==> config.mk <==
export PLATFORM = sky130hd
export DESIGN_NAME = step_detector_cadence_core
export DESIGN_NICKNAME = d
export VERILOG_FILES = /design/src/sdc_pkg.sv /design/src/step_detector_cadence_core.sv /design/src/sdc_div.sv
export SDC_FILE = /design/constraint.sdc
export NUM_CORES = 2
export LEC_CHECK = 0
export ABC_CLOCK_PERIOD_IN_PS = 10100
export BUFFER_PORTS_ARGS = -buffer_cell sky130_fd_sc_hd__buf_2
export CELL_PAD_IN_SITES_DETAIL_PLACEMENT = 0
export CELL_PAD_IN_SITES_GLOBAL_PLACEMENT = 1
export CORE_ASPECT_RATIO = 0.8
export CORE_MARGIN = 2
export CORE_UTILIZATION = 25
export CTS_BUF_LIST = sky130_fd_sc_hd__clkbuf_8
export DETAILED_ROUTE_END_ITERATION = 7
export PLACE_DENSITY_LB_ADDON = 0.1
export SKIP_LAST_GASP = 1
export SLEW_MARGIN = 10
export SYNTH_ARGS = -nofsm -noshare
export SYNTH_HDL_FRONTEND = slang
export SYNTH_SLANG_ARGS = --single-unit
export TNS_END_PERCENT = 1
==> constraint.sdc <==
create_clock -name clock -period 10.1 [get_ports clock]
set_input_delay 0.505 -clock clock [delete_from_list [all_inputs] [get_ports clock]]
set_output_delay 0.505 -clock clock [all_outputs]
set_load 0.005 [all_outputs]
==> src/sdc_pkg.sv <==
`timescale 1ns / 1ps
// Shared types and constants for the step detector with cadence estimate.
// No dependencies; imported by sdc_div, step_detector_cadence_core and the testbench.
package sdc_pkg;

   // field and register widths
   localparam int ACCEL_W      = 16;
   localparam int TIME_W       = 32;
   localparam int THR_W        = 15;
   localparam int INTV_W       = 16;
   localparam int STEP_COUNT_W = 24;
   localparam int CAD_W        = 17;
   localparam int CSR_IDX_W    = 3;
   localparam int CSR_DATA_W   = 16;

   // step counter width default (allowed 8..32)
   localparam int COUNT_WIDTH_DEF = 24;

   // register indexes
   localparam logic [CSR_IDX_W-1:0] CSR_PEAK_THRESHOLD  = 3'd0;
   localparam logic [CSR_IDX_W-1:0] CSR_RELEASE_MARGIN  = 3'd1;
   localparam logic [CSR_IDX_W-1:0] CSR_MIN_INTERVAL_MS = 3'd2;
   localparam logic [CSR_IDX_W-1:0] CSR_MAX_INTERVAL_MS = 3'd3;
   localparam logic [CSR_IDX_W-1:0] CSR_IDLE_TIMEOUT_MS = 3'd4;

   // register reset values
   localparam logic [THR_W-1:0]  PEAK_THRESHOLD_RST  = 15'd3072;
   localparam logic [THR_W-1:0]  RELEASE_MARGIN_RST  = 15'd256;
   localparam logic [INTV_W-1:0] MIN_INTERVAL_RST    = 16'd200;
   localparam logic [INTV_W-1:0] MAX_INTERVAL_RST    = 16'd3000;
   localparam logic [INTV_W-1:0] IDLE_TIMEOUT_RST    = 16'd2500;

   // shared multiplier: 17 x 17 unsigned, product kept to 32 bits
   localparam int MUL_W  = 17;
   localparam int PROD_W = 32;

   // cadence arithmetic
   localparam int                 DIV_W     = 24;
   localparam logic [DIV_W-1:0]   DIV_NUMER = 24'd15360000; // 60000 * 256
   localparam logic [CAD_W-1:0]   CAD_MAX   = 17'd131071;
   localparam logic [MUL_W-1:0]   W_OLD     = 17'd179;
   localparam logic [MUL_W-1:0]   W_NEW     = 17'd77;
   localparam logic [PROD_W-1:0]  AVG_ROUND = 32'd128;

   typedef struct packed {
      logic busy;
      logic done;
   } sdc_div_stat_type;

endpackage

==> src/step_detector_cadence_core.sv <==
`timescale 1ns / 1ps
// Step detector core: each sample passes capture, the three squares, the threshold and re-arm
// level squares and the step decision; when a cadence update is due, the serial divide and two
// averaging products follow. A new sample is taken only in idle; req_stall is high outside idle.
// All work goes through one shared 17x17 multiplier and the serial divider sdc_div.
// Reset (synchronous, active high) restores register defaults, arms the detector, and
// clears the step count, last step time and cadence.
module step_detector_cadence_core #(
   parameter int COUNT_WIDTH = sdc_pkg::COUNT_WIDTH_DEF
) (
   input  logic                                  clock,
   input  logic                                  reset,
   // configuration
   input  logic                                  csr_we,
   input  logic [sdc_pkg::CSR_IDX_W-1:0]         csr_index,
   input  logic [sdc_pkg::CSR_DATA_W-1:0]        csr_wdata,
   // sample channel
   input  logic                                  req_valid,
   output logic                                  req_stall,
   input  logic signed [sdc_pkg::ACCEL_W-1:0]    req_accel_x,
   input  logic signed [sdc_pkg::ACCEL_W-1:0]    req_accel_y,
   input  logic signed [sdc_pkg::ACCEL_W-1:0]    req_accel_z,
   input  logic [sdc_pkg::TIME_W-1:0]            req_time_ms,
   input  logic                                  req_clear_count,
   // result channel
   output logic                                  rsp_valid,
   input  logic                                  rsp_stall,
   output logic                                  rsp_stepped,
   output logic [sdc_pkg::STEP_COUNT_W-1:0]      rsp_step_count,
   output logic [sdc_pkg::CAD_W-1:0]             rsp_cadence
);
   import sdc_pkg::*;

   // sequencer states, one-hot
   typedef enum logic [6:0] {
      S_IDLE   = 7'b0000001,
      S_MUL    = 7'b0000010,
      S_ACC    = 7'b0000100,
      S_DECIDE = 7'b0001000,
      S_DIV    = 7'b0010000,
      S_AVG    = 7'b0100000,
      S_DONE   = 7'b1000000
   } state_type;

   // multiplier operation codes
   typedef enum logic [2:0] {
      MI_X   = 3'd0,   // x*x
      MI_Y   = 3'd1,   // y*y
      MI_Z   = 3'd2,   // z*z
      MI_THR = 3'd3,   // threshold squared
      MI_LVL = 3'd4,   // re-arm level squared
      MI_OLD = 3'd5,   // 179 * old cadence
      MI_NEW = 3'd6    // 77 * instantaneous cadence
   } mul_op_type;

   localparam logic [COUNT_WIDTH-1:0] COUNT_MAX = '1;

   // configuration registers
   logic [THR_W-1:0]  peak_thr_ff;
   logic [THR_W-1:0]  margin_ff;
   logic [INTV_W-1:0] min_intv_ff;
   logic [INTV_W-1:0] max_intv_ff;
   logic [INTV_W-1:0] idle_to_ff;

   // sequencer and datapath
   state_type          state_ff, state_in;
   mul_op_type         op_ff, op_in;
   logic [ACCEL_W-1:0] x_ff, x_in, y_ff, y_in, z_ff, z_in;
   logic [TIME_W-1:0]  now_ff, now_in;
   logic [PROD_W-1:0]  prod_ff, prod_in;
   logic [PROD_W-1:0]  acc_ff, acc_in;      // mag^2, later the cadence average sum
   logic [PROD_W-1:0]  thr2_ff, thr2_in;
   logic [PROD_W-1:0]  lvl2_ff, lvl2_in;
   logic [CAD_W-1:0]   inst_ff, inst_in;
   logic               stepped_ff, stepped_in;

   // detector state
   logic                   latched_ff, latched_in;
   logic [COUNT_WIDTH-1:0] steps_ff, steps_in;
   logic [TIME_W-1:0]      last_ff, last_in;
   logic                   have_last_ff, have_last_in;
   logic [CAD_W-1:0]       cad_ff, cad_in;

   // result register
   logic                    rsp_valid_ff, rsp_valid_in;
   logic                    rsp_stepped_ff, rsp_stepped_in;
   logic [STEP_COUNT_W-1:0] rsp_count_ff, rsp_count_in;
   logic [CAD_W-1:0]        rsp_cad_ff, rsp_cad_in;

   // shared multiplier
   logic [MUL_W-1:0]   mul_a, mul_b;
   logic [2*MUL_W-1:0] mul_p;

   // divider hookup
   logic                 div_start;
   logic [DIV_W-1:0]     div_dividend;
   logic [INTV_W-1:0]    div_divisor;
   sdc_div_stat_type     div_stat;
   logic [DIV_W-1:0]     div_quo;

   // decision helpers
   logic              req_xfer, rsp_xfer;
   logic [TIME_W-1:0] since_last;
   logic              hit, go_div, rearm_en;
   logic [THR_W-1:0]  lvl;

   assign req_xfer = req_valid && !req_stall;
   assign rsp_xfer = rsp_valid_ff && !rsp_stall;

   // magnitudes of the signed samples, 17 bits so that -32768 fits
   function automatic logic [MUL_W-1:0] mag17(input logic [ACCEL_W-1:0] v);
      logic [MUL_W-1:0] ext;
      ext = {v[ACCEL_W-1], v};
      return v[ACCEL_W-1] ? (MUL_W'(0) - ext) : ext;
   endfunction

   assign rearm_en = margin_ff < peak_thr_ff;
   assign lvl      = peak_thr_ff - margin_ff;

   always_comb begin
      case (op_ff)
         MI_X: begin
            mul_a = mag17(x_ff);
            mul_b = mag17(x_ff);
         end
         MI_Y: begin
            mul_a = mag17(y_ff);
            mul_b = mag17(y_ff);
         end
         MI_Z: begin
            mul_a = mag17(z_ff);
            mul_b = mag17(z_ff);
         end
         MI_THR: begin
            mul_a = MUL_W'(peak_thr_ff);
            mul_b = MUL_W'(peak_thr_ff);
         end
         MI_LVL: begin
            mul_a = MUL_W'(lvl);
            mul_b = MUL_W'(lvl);
         end
         MI_OLD: begin
            mul_a = W_OLD;
            mul_b = cad_ff;
         end
         MI_NEW: begin
            mul_a = W_NEW;
            mul_b = inst_ff;
         end
         default: begin
            mul_a = '0;
            mul_b = '0;
         end
      endcase
   end

   assign mul_p = mul_a * mul_b;

   // step decision terms, valid in S_DECIDE once all squares are in
   assign since_last   = now_ff - last_ff;
   assign hit          = (acc_ff > thr2_ff) && !latched_ff;
   assign go_div       = hit && have_last_ff
                         && (since_last > TIME_W'(min_intv_ff))
                         && (since_last < TIME_W'(max_intv_ff));
   assign div_start    = (state_ff == S_DECIDE) && go_div;
   // round half up: (60000*256 + d/2) / d; the interval is below 2^16 here
   assign div_dividend = DIV_NUMER + DIV_W'(since_last[INTV_W-1:1]);
   assign div_divisor  = since_last[INTV_W-1:0];

   sdc_div u_div (
      .clock    (clock),
      .reset    (reset),
      .start    (div_start),
      .dividend (div_dividend),
      .divisor  (div_divisor),
      .stat     (div_stat),
      .quotient (div_quo)
   );

   always_comb begin
      state_in       = state_ff;
      op_in          = op_ff;
      x_in           = x_ff;
      y_in           = y_ff;
      z_in           = z_ff;
      now_in         = now_ff;
      prod_in        = prod_ff;
      acc_in         = acc_ff;
      thr2_in        = thr2_ff;
      lvl2_in        = lvl2_ff;
      inst_in        = inst_ff;
      stepped_in     = stepped_ff;
      latched_in     = latched_ff;
      steps_in       = steps_ff;
      last_in        = last_ff;
      have_last_in   = have_last_ff;
      cad_in         = cad_ff;
      rsp_valid_in   = rsp_valid_ff && !rsp_xfer;
      rsp_stepped_in = rsp_stepped_ff;
      rsp_count_in   = rsp_count_ff;
      rsp_cad_in     = rsp_cad_ff;

      case (state_ff)
         S_IDLE: begin
            if (req_xfer) begin
               // capture the sample; clear the count before it is handled
               x_in       = req_accel_x;
               y_in       = req_accel_y;
               z_in       = req_accel_z;
               now_in     = req_time_ms;
               stepped_in = 1'b0;
               op_in      = MI_X;
               if (req_clear_count) begin
                  steps_in = '0;
               end
               state_in = S_MUL;
            end
         end
         S_MUL: begin
            prod_in  = mul_p[PROD_W-1:0];
            state_in = S_ACC;
         end
         S_ACC: begin
            // route the registered product to its destination, advance the op
            state_in = S_MUL;
            op_in    = mul_op_type'(op_ff + 3'd1);
            case (op_ff)
               MI_X:   acc_in  = prod_ff;
               MI_Y:   acc_in  = acc_ff + prod_ff;
               MI_Z:   acc_in  = acc_ff + prod_ff;
               MI_THR: thr2_in = prod_ff;
               MI_LVL: begin
                  lvl2_in  = prod_ff;
                  state_in = S_DECIDE;
               end
               MI_OLD: acc_in = prod_ff;
               MI_NEW: begin
                  acc_in   = acc_ff + prod_ff;
                  state_in = S_AVG;
               end
               default: state_in = S_IDLE;
            endcase
         end
         S_DECIDE: begin
            if (hit) begin
               latched_in   = 1'b1;
               stepped_in   = 1'b1;
               last_in      = now_ff;
               have_last_in = 1'b1;
               if (steps_ff != COUNT_MAX) begin
                  steps_in = steps_ff + 1'b1;
               end
            end else if (since_last > TIME_W'(idle_to_ff)) begin
               // idle timeout: no step for too long; a fresh step never times out
               cad_in = '0;
            end
            // re-arm uses the final latch value of this sample
            if (rearm_en && (acc_ff < lvl2_ff)) begin
               latched_in = 1'b0;
            end
            state_in = go_div ? S_DIV : S_DONE;
         end
         S_DIV: begin
            if (div_stat.done) begin
               inst_in  = (div_quo > DIV_W'(CAD_MAX)) ? CAD_MAX : div_quo[CAD_W-1:0];
               op_in    = MI_OLD;
               state_in = S_MUL;
            end
         end
         S_AVG: begin
            // (179*old + 77*inst + 128) >> 8
            acc_in   = acc_ff + AVG_ROUND;
            cad_in   = CAD_W'((acc_ff + AVG_ROUND) >> 8);
            state_in = S_DONE;
         end
         S_DONE: begin
            // hold until the result register is free
            if (!rsp_valid_ff || !rsp_stall) begin
               rsp_valid_in   = 1'b1;
               rsp_stepped_in = stepped_ff;
               rsp_count_in   = STEP_COUNT_W'(steps_ff);
               rsp_cad_in     = cad_ff;
               state_in       = S_IDLE;
            end
         end
         default: state_in = S_IDLE;
      endcase
   end

   always_ff @(posedge clock) begin
      if (reset) begin
         peak_thr_ff <= PEAK_THRESHOLD_RST;
         margin_ff   <= RELEASE_MARGIN_RST;
         min_intv_ff <= MIN_INTERVAL_RST;
         max_intv_ff <= MAX_INTERVAL_RST;
         idle_to_ff  <= IDLE_TIMEOUT_RST;
      end else if (csr_we) begin
         case (csr_index)
            CSR_PEAK_THRESHOLD:  peak_thr_ff <= csr_wdata[THR_W-1:0];
            CSR_RELEASE_MARGIN:  margin_ff   <= csr_wdata[THR_W-1:0];
            CSR_MIN_INTERVAL_MS: min_intv_ff <= csr_wdata[INTV_W-1:0];
            CSR_MAX_INTERVAL_MS: max_intv_ff <= csr_wdata[INTV_W-1:0];
            CSR_IDLE_TIMEOUT_MS: idle_to_ff  <= csr_wdata[INTV_W-1:0];
            default: ;
         endcase
      end
   end

   always_ff @(posedge clock) begin
      if (reset) begin
         state_ff     <= S_IDLE;
         op_ff        <= MI_X;
         latched_ff   <= 1'b0;
         steps_ff     <= '0;
         last_ff      <= '0;
         have_last_ff <= 1'b0;
         cad_ff       <= '0;
         rsp_valid_ff <= 1'b0;
      end else begin
         state_ff     <= state_in;
         op_ff        <= op_in;
         latched_ff   <= latched_in;
         steps_ff     <= steps_in;
         last_ff      <= last_in;
         have_last_ff <= have_last_in;
         cad_ff       <= cad_in;
         rsp_valid_ff <= rsp_valid_in;
      end
      x_ff           <= x_in;
      y_ff           <= y_in;
      z_ff           <= z_in;
      now_ff         <= now_in;
      prod_ff        <= prod_in;
      acc_ff         <= acc_in;
      thr2_ff        <= thr2_in;
      lvl2_ff        <= lvl2_in;
      inst_ff        <= inst_in;
      stepped_ff     <= stepped_in;
      rsp_stepped_ff <= rsp_stepped_in;
      rsp_count_ff   <= rsp_count_in;
      rsp_cad_ff     <= rsp_cad_in;
   end

   assign req_stall      = (state_ff != S_IDLE);
   assign rsp_valid      = rsp_valid_ff;
   assign rsp_stepped    = rsp_stepped_ff;
   assign rsp_step_count = rsp_count_ff;
   assign rsp_cadence    = rsp_cad_ff;

   a_state_onehot: assert property (@(posedge clock) disable iff (reset)
      $onehot(state_ff))
      else $error("sequencer state not one-hot");
   a_result_from_done: assert property (@(posedge clock) disable iff (reset)
      $rose(rsp_valid_ff) |-> $past(state_ff == S_DONE))
      else $error("result loaded outside the done state");
   a_div_running: assert property (@(posedge clock) disable iff (reset)
      state_ff == S_DIV |-> div_stat.busy || div_stat.done)
      else $error("waiting on an idle divider");
   a_squares_then_decide: assert property (@(posedge clock) disable iff (reset)
      (state_ff == S_ACC && op_ff == MI_LVL) |=> state_ff == S_DECIDE)
      else $error("decision not taken after the squares");

endmodule

==> src/sdc_div.sv <==
`timescale 1ns / 1ps
// Restoring serial divider, one quotient bit per cycle.
// Depends on sdc_pkg for widths and the status struct.
module sdc_div (
   input  logic                          clock,
   input  logic                          reset,
   input  logic                          start,
   input  logic [sdc_pkg::DIV_W-1:0]     dividend,
   input  logic [sdc_pkg::INTV_W-1:0]    divisor,
   output sdc_pkg::sdc_div_stat_type     stat,
   output logic [sdc_pkg::DIV_W-1:0]     quotient
);
   import sdc_pkg::*;

   localparam int CNT_W = $clog2(DIV_W);
   localparam logic [CNT_W-1:0] CNT_LAST = CNT_W'(DIV_W - 1);

   logic              busy_ff, busy_in;
   logic              done_ff, done_in;
   logic [CNT_W-1:0]  cnt_ff, cnt_in;
   logic [INTV_W-1:0] rem_ff, rem_in;
   logic [DIV_W-1:0]  quo_ff, quo_in;
   logic [INTV_W-1:0] dsr_ff, dsr_in;

   logic [INTV_W:0]   shifted;
   logic [INTV_W:0]   diff;
   logic              fits;

   assign shifted = {rem_ff, quo_ff[DIV_W-1]};
   assign diff    = shifted - {1'b0, dsr_ff};
   assign fits    = shifted >= {1'b0, dsr_ff};

   always_comb begin
      busy_in = busy_ff;
      done_in = 1'b0;
      cnt_in  = cnt_ff;
      rem_in  = rem_ff;
      quo_in  = quo_ff;
      dsr_in  = dsr_ff;
      if (start) begin
         busy_in = 1'b1;
         cnt_in  = '0;
         rem_in  = '0;
         quo_in  = dividend;
         dsr_in  = divisor;
      end else if (busy_ff) begin
         rem_in = fits ? diff[INTV_W-1:0] : shifted[INTV_W-1:0];
         quo_in = {quo_ff[DIV_W-2:0], fits};
         cnt_in = cnt_ff + 1'b1;
         if (cnt_ff == CNT_LAST) begin
            busy_in = 1'b0;
            done_in = 1'b1;
         end
      end
   end

   always_ff @(posedge clock) begin
      if (reset) begin
         busy_ff <= 1'b0;
         done_ff <= 1'b0;
         cnt_ff  <= '0;
      end else begin
         busy_ff <= busy_in;
         done_ff <= done_in;
         cnt_ff  <= cnt_in;
      end
      rem_ff <= rem_in;
      quo_ff <= quo_in;
      dsr_ff <= dsr_in;
   end

   assign stat.busy = busy_ff;
   assign stat.done = done_ff;
   assign quotient  = quo_ff;

   a_start_busy: assert property (@(posedge clock) disable iff (reset)
      start |=> busy_ff)
      else $error("divider did not start");
   a_done_after_busy: assert property (@(posedge clock) disable iff (reset)
      done_ff |-> $past(busy_ff) && !busy_ff)
      else $error("done without a finished division");
   a_cnt_range: assert property (@(posedge clock) disable iff (reset)
      busy_ff |-> cnt_ff <= CNT_LAST)
      else $error("divider bit count out of range");

endmodule

---- Word-level counts from Yosys, hierarchy flattened ----
Index checks and enable logic that the tools add are counted.
operators by class
  add/sub/neg operators ................... 12
  multipliers ............................. 1
  order comparisons ....................... 8
  eq/ne operators ......................... 29
  mux-type cells .......................... 37
  bitwise gates (word level) .............. 1
  reduce and logical (&&, ||, !) cells .... 46
operator list
  kind                    count
  $pmux 17 s7             2
  $mux 24                 6
  $pmux 32 s2             2
  $mux 17                 5
  $gt 32x16->1            2
  $sub 1x16->17 const A   3
  $pmux 7 s7              1
  $pmux 24 s2             1
  $pmux 17 s2             1
  $add 32x32->32          1
  $add 32x8->32 const B   1
  $gt 32x32->1            1
  $lt 32x16->1            1
  $lt 32x32->1            1
  $mul 17x17->32          1
  $sub 32x32->32          1
  $mux 7                  4
  $reduce_and 2->1        13
  $add 24x1->24 const B   1
  $gt 24x17->1 const B    1
  $ne 24x24->1 const B    1
  $add 22x16->23 const A  1
  $pmux 6 s3              1
  $ge 17x16->1            1
  37 further kinds        81
storage, ports and cells
  flip-flop bits (word level) ............. 495
  input bits .............................. 105
  output and inout port bits .............. 44

---- Depth between registers and ports, before layout ----
  depth in word-level cells ............... 7
  gate-level depth with buffers ........... 36
  gate-level depth less buffers ........... 35

---- Hierarchy ----
A second synthesis with hierarchy kept.
second synthesis, totals
  cell total of the unflattened synthesis .. 3893
  area total of the unflattened synthesis .. 36894.1 um^2
modules (own cells, without submodules)
  module                      instances  cells each  area each (um^2)  seq. area each (um^2)
  step_detector_cadence_core  1          3566        33355.7           11330.9
  sdc_div                     1          327         3538.4            1661.6

---- Worst setup path before layout ----
No wires, ideal clock.
  kind .................................... flip-flop to flip-flop
  start point ............................. reg y_ff[2]
  end point ............................... reg prod_ff[29], data pin
  data arrival time ....................... 7778 ps
  data required time ...................... 9835 ps
  setup slack ............................. 2057 ps
  cell stages (with the launch flop) ...... 32
  path buffers ............................ 0
  cells stage by stage .................... edfxtp_1 -> or4_1 -> or3_1 -> or3_1 -> nand2_1 -> xor2_1 -> o22ai_1 -> a2111oi_0 -> o21ai_1 -> a221oi_1 -> nor2_1 -> fa_1 -> fa_1 -> inv_1 -> fa_1 -> inv_1 -> fa_1 -> fa_1 -> inv_1 -> fa_1 -> inv_1 -> ha_1 -> nand2_1 -> nor2_1 -> and3_1 -> nand3_1 -> nand4_1 -> nand2_1 -> o211ai_1 -> a31oi_1 -> o21ai_0 -> xor2_1
on the way
  cells in the longest elaborated chain, start to end .. 4
  elaborated cells between the ends (all ways) .. 5
RTL lines
  item                    RTL line                           source
  start, declared         step_detector_cadence_core.sv:68   logic [ACCEL_W-1:0] x_ff, x_in, y_ff, y_in, z_ff, z_in;
  start signal, assigned  step_detector_cadence_core.sv:330  y_ff <= y_in;
  $sub 1x16->17           step_detector_cadence_core.sv:114  return v[ACCEL_W-1] ? (MUL_W'(0) - ext) : ext;
  $mux 17 (*)             step_detector_cadence_core.sv:114
  $pmux 17 s7             step_detector_cadence_core.sv:121  case (op_ff)
  $mul 17x17->32 (*)      step_detector_cadence_core.sv:157  assign mul_p = mul_a * mul_b;
  via mul_p[29]           step_detector_cadence_core.sv:92   logic [2*MUL_W-1:0] mul_p;
  end signal, assigned    step_detector_cadence_core.sv:333  prod_ff <= prod_in;
  end, declared           step_detector_cadence_core.sv:70   logic [PROD_W-1:0] prod_ff, prod_in;
Mark *: on every way through the listed nets, which the timed path passes. The rest lies on a longest branch.
A chain may end at the register's enable or synchronous reset.

---- Worst setup path in the final report ----
  start point ............................. reg x_ff[2]
  end point ............................... reg prod_ff[29], data pin
on the way
  cells in the longest elaborated chain, start to end .. 4
  elaborated cells between the ends (all ways) .. 5
RTL lines
  item                    RTL line                           source
  start, declared         step_detector_cadence_core.sv:68
  start signal, assigned  step_detector_cadence_core.sv:329  x_ff <= x_in;
  $sub 1x16->17           step_detector_cadence_core.sv:114
  $mux 17 (*)             step_detector_cadence_core.sv:114
  $pmux 17 s7             step_detector_cadence_core.sv:121
  $mul 17x17->32 (*)      step_detector_cadence_core.sv:157
  via mul_p[29]           step_detector_cadence_core.sv:92
Marks and branches as above.

==> key figures <==
Cells and area
  – Final core utilization: 29.6%
  – Layout Cell Area excl Fill: 0.0424 mm2
  – Register Area: 0.0130 mm2
  – Area occupied by multi-input gates: 0.0209 mm2
  – Fill cell count: 15200
  – Final nets: 4764
  – Synth-to-layout area growth: 17.1%
  – Share of cells above drive strength 1: 9.78%

Floorplanning
  – Core area: 0.143 mm2
  – Die area: 0.148 mm2
  – Die H: 344 um
  – Initial cell density of the core: 25.3%
  – Top Ports: 149
  – Chip width: 429 um
  – Rows: 124

Synth
  – Mapped Cells: 3826
  – Number of flops mapped to enable cells by yosys: 308
  – Synth top area share: 25.6%
  – Yosys cell types: 80
  – Synth top cells by count: 523 x inv_1, 475 x nand2_1, 312 x ha_1
  – Syn_area_per_cell: 9.46 um2
  – Synth async-reset ratio: 0%
  – Synth Cell Area: 0.0362 mm2
  – Post-synth top flop: edfxtp_1
  – #FFs+latches synth: 495
  – Area leader, netlist: edfxtp_1
  – Most frequent cell after synthesis: inv_1
  – Synth top area cells: edfxtp_1 26%, fa_1 13%, ha_1 11%
  – Yosys warning total: 0
  – Sequential share of the synthesized area: 35.9%

Timing
  – Clock skew: 0.0591 ns
  – Hold Worst Slack: 0.0980 ns
  – Final Hold Fails: 0
  – Final Cycle Share: 91.1%
  – RSZ-0062 raised after global routing: no
  – Rel. slew slack: 27.4%
  – Final Setup Violations: 0
  – Worst slew pin tran: 1.08 ns
  – Final Max Tran Viols: 0
  – Minimum clock period: 9.20 ns
  – Final setup TNS: 0 ns
  – FMAX: 109 MHz

Worst setup path
  – Critical path class: flip-flop to flip-flop
  – CP endpoint: prod_ff[29]
  – Critical path origin: x_ff[2]
  – Top cell by count, worst path: fa_1
  – Startpoint types: flip-flop
  – Worst R2R Start: x_ff[2]
  – Worst setup EP type: flip-flop
  – CP max-delay cell: a221o_1
  – Critical path required time: 10.65 ns
  – Worst-path maximum fanout: 15
  – Worst reg2reg path depth: 32
  – Reg-to-reg slack, setup: 0.90 ns
  – WP data arrival: 9.75 ns
  – CP max stage delay: 0.76 ns
  – RR Endpoint: prod_ff[29]

Routing
  – DR vias: 28100
  – Vias/cell: 4.60
  – Met2 wire length: 51.5 mm
  – Final routed wire length divided by cell count: 20.9 um
  – DRC: 0
  – DR WL met3: 5.71 mm
  – Post-route ant nets: 0
  – Routed Wire Length: 127 mm
  – Top layer in use: met5
  – Met1 wire length: 67.4 mm
  – DRT Pass-1 Iters: 5
  – Initial drt markers: 1800

Clock tree
  – TritonCTS clock tree: built
  – CTS resizes: 0
  – Root Buffer: clkbuf_8
  – TritonCTS Buffers: 96
  – Clock Sinks: 495
  – Register clock-pin slew on the reported worst setup and hold paths: 0.06 ns
  – Clock latency on the worst-skew pair: 0.81 ns
  – Max clock buf depth: 3
  – Cts hold-fix bufs: 92
  – Postcts setup bufs: 0
  – CTS HTree Levels: 3

Worst hold path
  – Type of the tightest min-delay check: input port to flip-flop

Placement
  – Port Buffers: 148
  – Post-DP Area: 0.0394 mm2
  – GPL Wtd Cong: 0.842
  – DP HPWL: 97.0 mm

Global routing
  – Vias in the first global route: 28700
  – GRT Total Usage: 17.3%
  – Gr ovfl total: 0
  – Global-route wire length before repair: 191 mm
  – Antenna violations before repair: 11
  – Largest net degree at the start of global routing: 66

Run status
  – Outcome: completed

Run
  – # Max-Cap Violations: 0
==> cell usage in the layout, fill, tap and decap left out, drive strengths merged, types with 31 or more instances in the layout <==
cell / instances
a211oi: 35
a21o: 79
a21oi: 252
and2: 46
and3: 31
buf: 214
clkbuf: 114
dfxtp: 187
dlygate4sd3: 92
edfxtp: 308
fa: 227
ha: 312
inv: 556
nand2: 475
nand3: 39
nand4: 46
nor2: 281
nor2b: 36
nor3: 51
o21a: 31
o21ai: 124
or2: 38
xnor2: 83
xor2: 83
==> worst min path at each step <==
stage	start	end	slack [ns]	cells past startpoint
floorplan	stepped_ff	rsp_stepped	0.40	0
finish	csr_wdata[3]	margin_ff[3]	0.1	3
CTS	csr_wdata[12]	idle_to_ff[12]	0.001	3
global placement	stepped_ff	rsp_stepped	0.40	0
detailed placement	stepped_ff	rsp_stepped	0.42	0
global route	csr_wdata[3]	margin_ff[3]	0.02	3
==> state kept, by name (all words and copies together) (netlist names), 17 cells and up <==
signal / count
cad_ff: 17
lvl2_ff: 32
rsp_cadence: 17
last_ff: 32
thr2_ff: 32
acc_ff: 32
prod_ff: 32
steps_ff: 24
now_ff: 32
inst_ff: 17
rsp_step_count: 24
u_div.quotient: 24
==> layer usage <==
| layer | GRT usage, % | up-vias |
|---|---|---|
| met5 | 0 | - |
| met2 | 24.9 | 530 |
| met1 | 26.5 | 13700 |
| li1 | - | 13700 |
| met4 | 4.37 | 2 |
| met3 | 2.99 | 156 |
==> stage by stage <==
step | std cells | worst slack (ns)
after floorplan | 3839 | 2.06
after global placement | 5820 | 0.940
after detailed placement | 5820 | 0.910
after CTS | 6093 | 0.917
after global routing | 6097 | 0.186
final | 6098 | 0.899
==> kinds of logic after synthesis <==
| kind of cell | share of synthesized area (%) |
|---|---|
| buffers and inverters | 6.75 |
| AOI/OAI and AO/OA | 13.8 |
| xor gates and xnor gates | 4.02 |
| DFF | 35.9 |
| other | 0.0208 |
| muxes | 1.04 |
| and+or+nand+nor | 15.1 |
| adders and majority gates | 23.4 |
==> cell type report <==
type | count | area share [%]
timing repair buffer | 306 | 5.10
clock inverter | 67 | 1.03
sequential | 495 | 30.7
multi-input combinational | 2696 | 49.2
clock buffer | 114 | 3.70
inverter | 525 | 4.65
tap | 1890 | 5.58
antenna | 5 | 0.0295
==> critical path, delay by kind of cell (launching register included) <==
| family | cells | cell delay (ns) |
|---|---|---|
| adder cells (fa/ha/maj) | 7 | 3.40 |
| AO/OA/AOI/OAI | 8 | 2.28 |
| buffers and inverters | 6 | 0.61 |
| flip-flops | 1 | 0.42 |
| AND/OR/NAND/NOR | 9 | 1.96 |
| XOR/XNOR | 2 | 0.25 |
Power is left out: the tool's default activity adds up to more than one toggle a clock period on the data nets, which glitch-free logic cannot reach.
